$ cat config.mk
export PLATFORM = sky130hd
export DESIGN_NAME = message_ring_queue
export DESIGN_NICKNAME = d
export VERILOG_FILES = /design/src/sv/mrq_pkg.sv /design/src/sv/message_ring_queue.sv
export SDC_FILE = /design/constraint.sdc
export NUM_CORES = 2
export LEC_CHECK = 0
export BUFFER_PORTS_ARGS = -buffer_cell sky130_fd_sc_hd__buf_2
export CAP_MARGIN = 20
export CORE_UTILIZATION = 30
export CTS_CLUSTER_DIAMETER = 200
export DETAILED_ROUTE_END_ITERATION = 7
export GPL_TIMING_DRIVEN = 0
export MAX_ROUTING_LAYER = met4
export PLACE_DENSITY_LB_ADDON = 0.15
export SLEW_MARGIN = 20
export SYNTH_ARGS = -nofsm -noshare
export SYNTH_HDL_FRONTEND = slang
export SYNTH_MEMORY_MAX_BITS = 65536
export SYNTH_SLANG_ARGS = --single-unit
$ cat constraint.sdc
create_clock -name clock -period 10.48 [get_ports clock]
set_clock_uncertainty 0.05 [all_clocks]
set_input_delay 2.62 -clock clock [delete_from_list [all_inputs] [get_ports clock]]
set_output_delay 2.62 -clock clock [all_outputs]
set_load 0.01 [all_outputs]
$ cat src/sv/mrq_pkg.sv
// Shared types and codes for the message ring queue.
// No dependencies; imported by message_ring_queue.
package mrq_pkg;

   localparam logic CMD_ENQ = 1'b0;
   localparam logic CMD_DEQ = 1'b1;

   localparam logic [2:0] ST_OK    = 3'd0;
   localparam logic [2:0] ST_FULL  = 3'd1;
   localparam logic [2:0] ST_EMPTY = 3'd2;
   localparam logic [2:0] ST_SMALL = 3'd3;
   localparam logic [2:0] ST_LONG  = 3'd4;

   typedef enum logic [1:0] {
      REJ_NONE,
      REJ_FULL,
      REJ_LONG
   } rej_type;

   typedef enum logic [1:0] {
      S_IDLE,
      S_LEN,
      S_STREAM
   } state_type;

   typedef struct packed {
      logic       cmd;
      logic [7:0] data_byte;
      logic       last;
      logic [6:0] capacity;
   } req_type;

   typedef struct packed {
      logic [2:0] status;
      logic [7:0] out_byte;
      logic       has_byte;
      logic       out_last;
   } rsp_type;

endpackage

$ cat src/sv/message_ring_queue.sv
// Message ring queue: slot ring with used marks, length and byte memories.
// Depends on mrq_pkg for word types, status codes and state encoding.
//
// Usage: the req channel carries one word per enqueue byte (cmd 0, with
// data_byte and last) or one dequeue request (cmd 1, with capacity). The rsp
// channel returns status words. An enqueued message gives one word when its
// last byte arrives: ok, full or too long. A dequeue gives one word with ok
// (zero capacity), empty or too small, or else streams the stored message,
// one byte per word, out_last on the final byte.
// Timing: the result of a final byte is shown the next cycle, as is the
// answer to a zero-capacity or empty dequeue. A stored message is found
// through the registered length memory read (state S_LEN), which decides
// a too-small answer; a stream then passes each byte through the registered
// read port of the byte memory and the output register, one per cycle
// while rsp is not stalled, paced by the single read port of the byte memory.
// Reset: all slots free, both pointers at slot 0, no message in progress.
// Stall: a stalled rsp word holds in the output register; the stream pauses
// behind it and req_stall stays high until the dequeue completes.
module message_ring_queue #(
   parameter int SLOTS     = 8,
   parameter int MAX_BYTES = 64
) (
   input  logic             clock,
   input  logic             reset,
   input  logic             req_valid,
   output logic             req_stall,
   input  mrq_pkg::req_type req_data,
   output logic             rsp_valid,
   input  logic             rsp_stall,
   output mrq_pkg::rsp_type rsp_data
);
   import mrq_pkg::*;

   localparam int SLOT_W = (SLOTS > 1) ? $clog2(SLOTS) : 1;
   localparam int IDX_W  = (MAX_BYTES > 1) ? $clog2(MAX_BYTES) : 1;
   localparam int CNT_W  = $clog2(MAX_BYTES + 1);
   localparam int DEPTH  = SLOTS * (2 ** IDX_W);

   logic [7:0]       byte_mem [DEPTH];
   logic [CNT_W-1:0] len_mem  [SLOTS];

   state_type          state_ff, state_in;
   logic [SLOTS-1:0]   used_ff, used_in;
   logic [SLOT_W-1:0]  write_slot_ff, write_slot_in;
   logic [SLOT_W-1:0]  read_slot_ff, read_slot_in;
   logic [CNT_W-1:0]   count_ff, count_in;
   rej_type            reject_ff, reject_in;
   logic [6:0]         cap_ff, cap_in;
   logic [CNT_W-1:0]   len_ff, len_in;
   logic [CNT_W-1:0]   len_rd_ff;
   logic [CNT_W-1:0]   rd_idx_ff, rd_idx_in;
   logic               dvalid_ff, dvalid_in;
   logic               dlast_ff, dlast_in;
   logic [7:0]         rd_data_ff;
   logic               rsp_valid_ff, rsp_valid_in;
   rsp_type            rsp_ff, rsp_in;

   logic                    out_ready;
   logic                    req_acc;
   logic                    bw_en;
   logic [SLOT_W+IDX_W-1:0] bw_addr;
   logic                    br_en;
   logic [SLOT_W+IDX_W-1:0] br_addr;
   logic                    len_we;
   logic                    issue;
   logic                    stream_done;
   logic                    deq_hit;

   function automatic logic [SLOT_W-1:0] next_slot(input logic [SLOT_W-1:0] p);
      logic [SLOT_W-1:0] r;
      if (p == SLOT_W'(SLOTS - 1)) r = '0;
      else r = p + SLOT_W'(1);
      return r;
   endfunction

   assign out_ready = !rsp_valid_ff || !rsp_stall;
   assign req_stall = (state_ff != S_IDLE) || !out_ready;
   assign req_acc   = req_valid && !req_stall;
   assign rsp_valid = rsp_valid_ff;
   assign rsp_data  = rsp_ff;

   assign deq_hit = req_acc && (req_data.cmd == CMD_DEQ) && (req_data.capacity != 7'd0)
                    && used_ff[read_slot_ff];
   assign issue       = (rd_idx_ff != len_ff) && (!dvalid_ff || out_ready);
   assign stream_done = (rd_idx_ff == len_ff) && (!dvalid_ff || out_ready);

   // next state
   always_comb begin
      state_in = state_ff;
      unique case (state_ff)
         S_IDLE: begin
            if (deq_hit) state_in = S_LEN;
         end
         S_LEN: begin
            if ((len_rd_ff == '0) || ({1'b0, len_rd_ff} > {1'b0, cap_ff})) state_in = S_IDLE;
            else state_in = S_STREAM;
         end
         S_STREAM: begin
            if (stream_done) state_in = S_IDLE;
         end
         default: state_in = S_IDLE;
      endcase
   end

   // datapath and outputs
   always_comb begin
      rej_type          rej;
      logic [CNT_W-1:0] cnt;
      logic [2:0]       st;
      used_in       = used_ff;
      write_slot_in = write_slot_ff;
      read_slot_in  = read_slot_ff;
      count_in      = count_ff;
      reject_in     = reject_ff;
      cap_in        = cap_ff;
      len_in        = len_ff;
      rd_idx_in     = rd_idx_ff;
      dvalid_in     = dvalid_ff;
      dlast_in      = dlast_ff;
      rsp_valid_in  = rsp_valid_ff && rsp_stall;
      rsp_in        = rsp_ff;
      bw_en         = 1'b0;
      bw_addr       = {write_slot_ff, count_ff[IDX_W-1:0]};
      br_en         = 1'b0;
      br_addr       = {read_slot_ff, rd_idx_ff[IDX_W-1:0]};
      len_we        = 1'b0;
      rej           = reject_ff;
      cnt           = count_ff;
      st            = ST_OK;
      unique case (state_ff)
         S_IDLE: begin
            if (req_acc && (req_data.cmd == CMD_ENQ)) begin
               if ((count_ff == '0) && (reject_ff == REJ_NONE) && used_ff[write_slot_ff])
                  rej = REJ_FULL;
               if (rej == REJ_NONE) begin
                  if (count_ff >= CNT_W'(MAX_BYTES)) begin
                     rej = REJ_LONG;
                  end else begin
                     bw_en = 1'b1;
                     cnt   = count_ff + CNT_W'(1);
                  end
               end
               if (req_data.last) begin
                  case (rej)
                     REJ_FULL: st = ST_FULL;
                     REJ_LONG: st = ST_LONG;
                     default: begin
                        st                     = ST_OK;
                        len_we                 = 1'b1;
                        used_in[write_slot_ff] = 1'b1;
                        write_slot_in          = next_slot(write_slot_ff);
                     end
                  endcase
                  count_in     = '0;
                  reject_in    = REJ_NONE;
                  rsp_valid_in = 1'b1;
                  rsp_in       = '{status: st, out_byte: 8'd0, has_byte: 1'b0, out_last: 1'b1};
               end else begin
                  count_in  = cnt;
                  reject_in = rej;
               end
            end else if (req_acc) begin
               cap_in = req_data.capacity;
               if (req_data.capacity == 7'd0) begin
                  rsp_valid_in = 1'b1;
                  rsp_in = '{status: ST_OK, out_byte: 8'd0, has_byte: 1'b0, out_last: 1'b1};
               end else if (!used_ff[read_slot_ff]) begin
                  rsp_valid_in = 1'b1;
                  rsp_in = '{status: ST_EMPTY, out_byte: 8'd0, has_byte: 1'b0, out_last: 1'b1};
               end
            end
         end
         S_LEN: begin
            len_in    = len_rd_ff;
            rd_idx_in = '0;
            dvalid_in = 1'b0;
            if ({1'b0, len_rd_ff} > {1'b0, cap_ff}) begin
               rsp_valid_in = 1'b1;
               rsp_in = '{status: ST_SMALL, out_byte: 8'd0, has_byte: 1'b0, out_last: 1'b1};
            end else if (len_rd_ff == '0) begin
               rsp_valid_in          = 1'b1;
               rsp_in = '{status: ST_OK, out_byte: 8'd0, has_byte: 1'b0, out_last: 1'b1};
               used_in[read_slot_ff] = 1'b0;
               read_slot_in          = next_slot(read_slot_ff);
            end
         end
         S_STREAM: begin
            if (dvalid_ff && out_ready) begin
               rsp_valid_in = 1'b1;
               rsp_in = '{status: ST_OK, out_byte: rd_data_ff, has_byte: 1'b1,
                          out_last: dlast_ff};
            end
            if (issue) begin
               br_en     = 1'b1;
               dvalid_in = 1'b1;
               dlast_in  = ((rd_idx_ff + CNT_W'(1)) == len_ff);
               rd_idx_in = rd_idx_ff + CNT_W'(1);
            end else if (out_ready) begin
               dvalid_in = 1'b0;
            end
            if (stream_done) begin
               used_in[read_slot_ff] = 1'b0;
               read_slot_in          = next_slot(read_slot_ff);
            end
         end
         default: ;
      endcase
   end

   // byte storage: one write port for enqueue, one registered read port
   always_ff @(posedge clock) begin
      if (bw_en) byte_mem[bw_addr] <= req_data.data_byte;
      if (br_en) rd_data_ff <= byte_mem[br_addr];
   end

   // length storage: written at commit, read at the read slot every cycle
   always_ff @(posedge clock) begin
      if (len_we) len_mem[write_slot_ff] <= count_in == '0 ? (bw_en ? count_ff + CNT_W'(1)
                                                                    : count_ff)
                                                           : count_in;
      len_rd_ff <= len_mem[read_slot_ff];
   end

   always_ff @(posedge clock) begin
      if (reset) begin
         state_ff      <= S_IDLE;
         used_ff       <= '0;
         write_slot_ff <= '0;
         read_slot_ff  <= '0;
         count_ff      <= '0;
         reject_ff     <= REJ_NONE;
         rd_idx_ff     <= '0;
         dvalid_ff     <= 1'b0;
         rsp_valid_ff  <= 1'b0;
      end else begin
         state_ff      <= state_in;
         used_ff       <= used_in;
         write_slot_ff <= write_slot_in;
         read_slot_ff  <= read_slot_in;
         count_ff      <= count_in;
         reject_ff     <= reject_in;
         rd_idx_ff     <= rd_idx_in;
         dvalid_ff     <= dvalid_in;
         rsp_valid_ff  <= rsp_valid_in;
      end
   end

   always_ff @(posedge clock) begin
      cap_ff   <= cap_in;
      len_ff   <= len_in;
      dlast_ff <= dlast_in;
      rsp_ff   <= rsp_in;
   end

   a_dvalid_in_stream: assert property (@(posedge clock) disable iff (reset)
      dvalid_ff |-> (state_ff == S_STREAM))
      else $error("read data stage valid outside a stream");

   a_idx_bound: assert property (@(posedge clock) disable iff (reset)
      (state_ff == S_STREAM) |-> (rd_idx_ff <= len_ff))
      else $error("stream read index passed message length");

   a_count_bound: assert property (@(posedge clock) disable iff (reset)
      count_ff <= CNT_W'(MAX_BYTES))
      else $error("incoming count above maximum message size");

   a_slot_freed: assert property (@(posedge clock) disable iff (reset)
      (state_ff == S_STREAM && state_in == S_IDLE) |=> !used_ff[$past(read_slot_ff)])
      else $error("slot still used after its message was streamed");

endmodule
Yosys cells after proc, flatten, opt, wreduce, memory -nomap -nowiden
Memory sizes are Yosys's and may differ from the RTL's. A register that Yosys moved wholly into a read port is not among the register bits. Index checks and enable logic that the tools add are counted.

Output and inout bits: 15. Bits of input ports: 21. RAM bits: 4152. Bits in latches: 0. Memories: 2. Logic and storage cells: 179. Bits in read-only memories: 0. Flip-flop bits (word level): 62.

Memory list: byte_mem (depth 512, bits a word 8, read ports 1, clocked after Yosys merged registers in 1, wr ports 1, line message_ring_queue.sv:39) `logic [7:0] byte_mem [DEPTH];`; len_mem (depth 8, bits a word 7, read ports 1, clocked after Yosys merged registers in 1, wr ports 1, line message_ring_queue.sv:40) `logic [CNT_W-1:0] len_mem [SLOTS];`.

$lt $le $gt $ge: 6. Reductions and logical operators: 44. Div/mod/pow operators: 0. Add/sub/neg operators: 4. Bitwise operators: 6. Multiplexer cells: 78. Shifts and indexed selects: 0. Equal/unequal tests: 23. Multiply operators: 0.

Operators with widths (number): 2-to-1 mux 13 bit (8); 2-to-1 mux 7 bit (8); 2-to-1 mux 8 bit (6); case mux 13 bit (3 select lines) (1); zero test 7 bit (4); 2-to-1 mux 1 bit (28); case mux 8 bit (3 select lines) (1); 2-to-1 mux 2 bit (11); != test 2 bit (second input constant) (9); 2-to-1 mux 3 bit (5); adder 7 x 1 -> 7 bit (second input constant) (2); equality test 7 bit (2); case mux 7 bit (2 select lines) (1); logical AND 1 bit (13); != test 3 bit (second input constant) (4); case mux 3 bit (2 select lines) (2); AND reduction 2 bit (5); AND 8 bit (1); less-than comparator 3 x 4 -> 1 bit (second input constant) (2); NOT 8 bit (1); OR 8 bit (1); AND reduction 4 bit (2); >= comparator 7 bit (second input constant) (1); > comparator 7 bit (1); other kinds (23) (42).

Logic depth before layout (Yosys ltp)
Depth in word-level cells: 21. Mapped depth: 15. Gate-level depth less buffers: 13.

Worst setup path after synthesis
No wires, ideal clock.

Path kind: input to output. Start: input port rsp_stall. End: output port req_stall. Slack: 4.981 ns. Arrival time: 2.829 ns. Stages: 1. Cells stage by stage: a21bo_2.

Cells in the longest elaborated chain, start to end: 4.

Ends and longest elaborated chain: start: declaration (line message_ring_queue.sv:29) `input logic rsp_stall,`; zero test 1 bit (line message_ring_queue.sv:76) `assign out_ready = !rsp_valid_ff || !rsp_stall;`; logical OR 1 bit (line message_ring_queue.sv:76); zero test 1 bit (line message_ring_queue.sv:77) `assign req_stall = (state_ff != S_IDLE) || !out_ready;`; logical OR 1 bit (line message_ring_queue.sv:77); end: declaration (line message_ring_queue.sv:26) `output logic req_stall,`.

No other way between the ends.

Final worst setup path
Start: register rd_idx_ff[1]. End: register rd_data_ff[1] (read register of byte_mem) (data pin).

Cells in the longest elaborated chain, start to end: 4.

Ends and longest elaborated chain: start: declaration (line message_ring_queue.sv:51) `logic [CNT_W-1:0] rd_idx_ff, rd_idx_in;`; start signal: assignment (line message_ring_queue.sv:242) `rd_idx_ff <= rd_idx_in;`; != test 7 bit (line message_ring_queue.sv:84) `assign issue = (rd_idx_ff != len_ff) && (!dvalid_ff || out_ready);`; logical AND 1 bit (line message_ring_queue.sv:84); 2-to-1 mux 1 bit (line message_ring_queue.sv:193) `if (issue) begin`; 2-to-1 mux 1 bit (line message_ring_queue.sv:130) `unique case (state_ff)`; end: declaration (line message_ring_queue.sv:54) `logic [7:0] rd_data_ff;`.

Parallel ways exist; a longest one is shown, timed or not. A chain may end at the register's enable or synchronous reset.

==> flow_summary.toml <==
[timing]
post-route-min-period_ns = 9.793
clock.fmax_mhz = 102.1
setup_ws_ns = 0.6866
slew_viol_final = 0
fin_crit_sh_pct = 93.45
rsz0062_at_grt = "no"
worstMarginPinSlew_ns = 1.401
setup_viol = 0
slew_headroom_pct = 5.737
hold_viol_final = 0

[detailed_routing]
drtIter0Drc = 21990
route.detailed.drc = 0
first_pass_iters = 7
wl_per_cell_um = 56.65
vias = 104800
ant_nets = 0
drt-total-wl_um = 954400
vias_per_cell = 6.222

[synth]
syn_nets = 8258
synth_most_common_cell = "edfxtp_1"
synth_cells = 8215
synth_top_area_share_pct = 76.25
yosys-top-cells-area = "edfxtp_1, mux4_2, mux2i_1"
syn_area_um2 = 164900
ys_seq_area_share_pct = 76.75
synth_common_cells = "edfxtp_1, mux4_2, nor2_1, mux2i_1, clkbuf_1"
synth_area_leader_cell = "edfxtp_1"
synthArstFlopShare_pct = 0
ys_types = 78
synth_seq_cells = 4229
avgSynthCellArea_um2 = 20.08
synthFlopType = "edfxtp_1"
synth_edf_count = 4188
synth_warnings = 0

[layout]
syn_to_final_growth_pct = 19.20
nNetsFinal = 9033
final_layout_size_suffix_gt1_share_pct = 25.11
multiInputGateArea_um2 = 35980
layout.cells.non_filler = 16850
fillCellCount = 50500
seqCellArea_um2 = 126600
stdcell_area_um2 = 196600

[pwr]
power_frac_clock_pct = 46.4
comb_power_share_pct = 1.5
p_seq_share_pct = 52.1
power.total_mw = 35.68
switching_share_pct = 21.72
internal_power_mw = 27.93
p_leak_nw = 58.71
irDropWorstVdd_mv = 0.1528
p_per_area_nw_per_um2 = 181.5
power.switching_mw = 7.750

[cts]
cts.reportedPaths.clkPinSlew_ns = 0.06
cts_setup_buffers = 0
cts_made_buffers = 466
clk_latency_ns = 1.16
cts_tree = "yes"
cts_max_level = 5
hold_buffers = 0
clockBufferDepth = 4
cts-root-buf = "clkbuf_16"
clkSinkCount = 4229
cts_resized = 0

[floorplan]
start_util_pct = 30.19
core_area_um2 = 546300
die_h_um = 743.4
row_count = 271
die_x_um = 743.4
ios = 36
dieArea_um2 = 552700

[worst_setup_path]
worstPathArrival_ns = 10.41
cp.required_ns = 11.10
ff2ff_path_depth = 12
critPathMaxFanout = 12
cp-start-kind = "flip-flop"
reg2reg_from = "rd_idx_ff[1]$_SDFFE_PP0P_"
r2r_setup_slack_ns = 0.69
r2r_end = "rd_data_ff[1]$_DFFE_PP_"
critPathCaptureType = "flip-flop"
path_class = "reg2reg"

[hold_path]
whs_endpoint = "len_rd_ff[6]$_DFF_P_"
hp-start = "len_mem[4][6]$_DFFE_PP_"
hold_path_depth = 2
hp-class = "reg2reg"

[run_status]
status = "finished clean"

[place]
io_buffer_count = 34
gp_congestion = 1.076
dp_cells = 15750
dp_slack_ns = 1.283
place_area_um2 = 181000
dpl.hpwl_um = 675700

[global_route]
grt-ovfl-total = 0
antenna_found_initial = 206
grt_use_total_pct = 34.77
grt_max_degree = 120
grt_pass1_vias = 92870
grt_pass1_wl_um = 1158000

[job]
cap_violations = 0
## layout by cell type, fill, tap and decap left out, drive strengths merged, types with 42 or more instances in the layout
cell type and n:
clkinv 227, nor3 68, nor2 591, buf 587, clkbuf 827, edfxtp 4188
diode 220, a221oi 42, o21ai 81, inv 42, mux4 777, mux2i 579
o22ai 116, a22oi 145, nand2 184, nand3 64, a21oi 155, o221ai 180
## worst max-delay path, cell delays in order, from the launching register on
cell,delay [ns]
dfxtp_1,0.36
buf_4,0.51
buf_2,0.73
buf_2,0.58
buf_2,1.09
buf_4,0.85
buf_2,1.00
buf_4,0.89
mux4_2,0.46
a22oi_1,0.45
a41oi_1,0.61
nor4_1,0.76
nand4_1,0.71
## worst max-delay path by stage
stage / depth (start not counted) / to / start / slack [ns]
global route: 12 / rd_data_ff[1]$_DFFE_PP_ / rd_idx_ff[1]$_SDFFE_PP0P_ / 1.38
CTS: 12 / rd_data_ff[6]$_DFFE_PP_ / rd_idx_ff[1]$_SDFFE_PP0P_ / 1.26
global placement: 11 / rd_data_ff[5]$_DFFE_PP_ / rd_idx_ff[2]$_SDFFE_PP0P_ / -2.41
floorplan: 1 / req_stall / rsp_stall / 4.98
finish: 12 / rd_data_ff[1]$_DFFE_PP_ / rd_idx_ff[1]$_SDFFE_PP0P_ / 0.69
detailed placement: 12 / rd_data_ff[6]$_DFFE_PP_ / rd_idx_ff[1]$_SDFFE_PP0P_ / 1.28
## logic make-up after synthesis
| family | after synthesis | share of synthesized area (%) |
|---|---|---|
| mux | 1394 | 14.40 |
| fa+ha+maj | 22 | 0.1669 |
| compound gates | 907 | 3.935 |
| xor+xnor | 18 | 0.09559 |
| simple gates | 1087 | 2.918 |
| flops | 4229 | 76.75 |
| buf+inv | 558 | 1.737 |
## power groups by stage
stage,logic [mW],registers [mW],clock network (mW)
after floorplan,0.0621,19.0,0
after global placement,0.416,19.1,0
after detailed placement,0.507,19.0,0
after CTS,0.507,18.6,16.5
after global routing,0.529,18.6,17.1
final,0.528,18.6,16.6
## layout make-up
cell class	count	share of cell area (%)
Sequential cell	4229	64.39
Clock buffer	581	6.226
Buffer	526	1.683
Tap cell	7234	4.604
Inverter	32	0.06110
Multi-Input combinational cell	3428	18.30
Clock inverter	290	1.363
Antenna cell	220	0.2800
Timing Repair Buffer	307	3.089
## through the flow
stage	util [%]	setup TNS, ns	hold slack [ns]
floorplan	-	0	0.3816
global placement	31.88	-3745.81	0.4311
detailed placement	33.14	0	0.4287
CTS	35.87	0	0.4450
global route	35.95	0	0.4713
finish	35.99	0	0.4453
## per-layer routing
layer,track usage (%),routed length (um),vias to the layer above
li1,-,-,36060
met3,14.24,133400,2196
met4,25.21,84120,0
met2,47.05,394500,9396
met1,41.54,342400,57160
met5,-,0,-
## state kept, by name, summed over array words and instances, names as in the netlist, 8 cells and up
name,cells
byte_mem,4096
len_mem,56
rsp_data,13
rd_data_ff,8
used_ff,8
(Power assumes the default switching activity.)
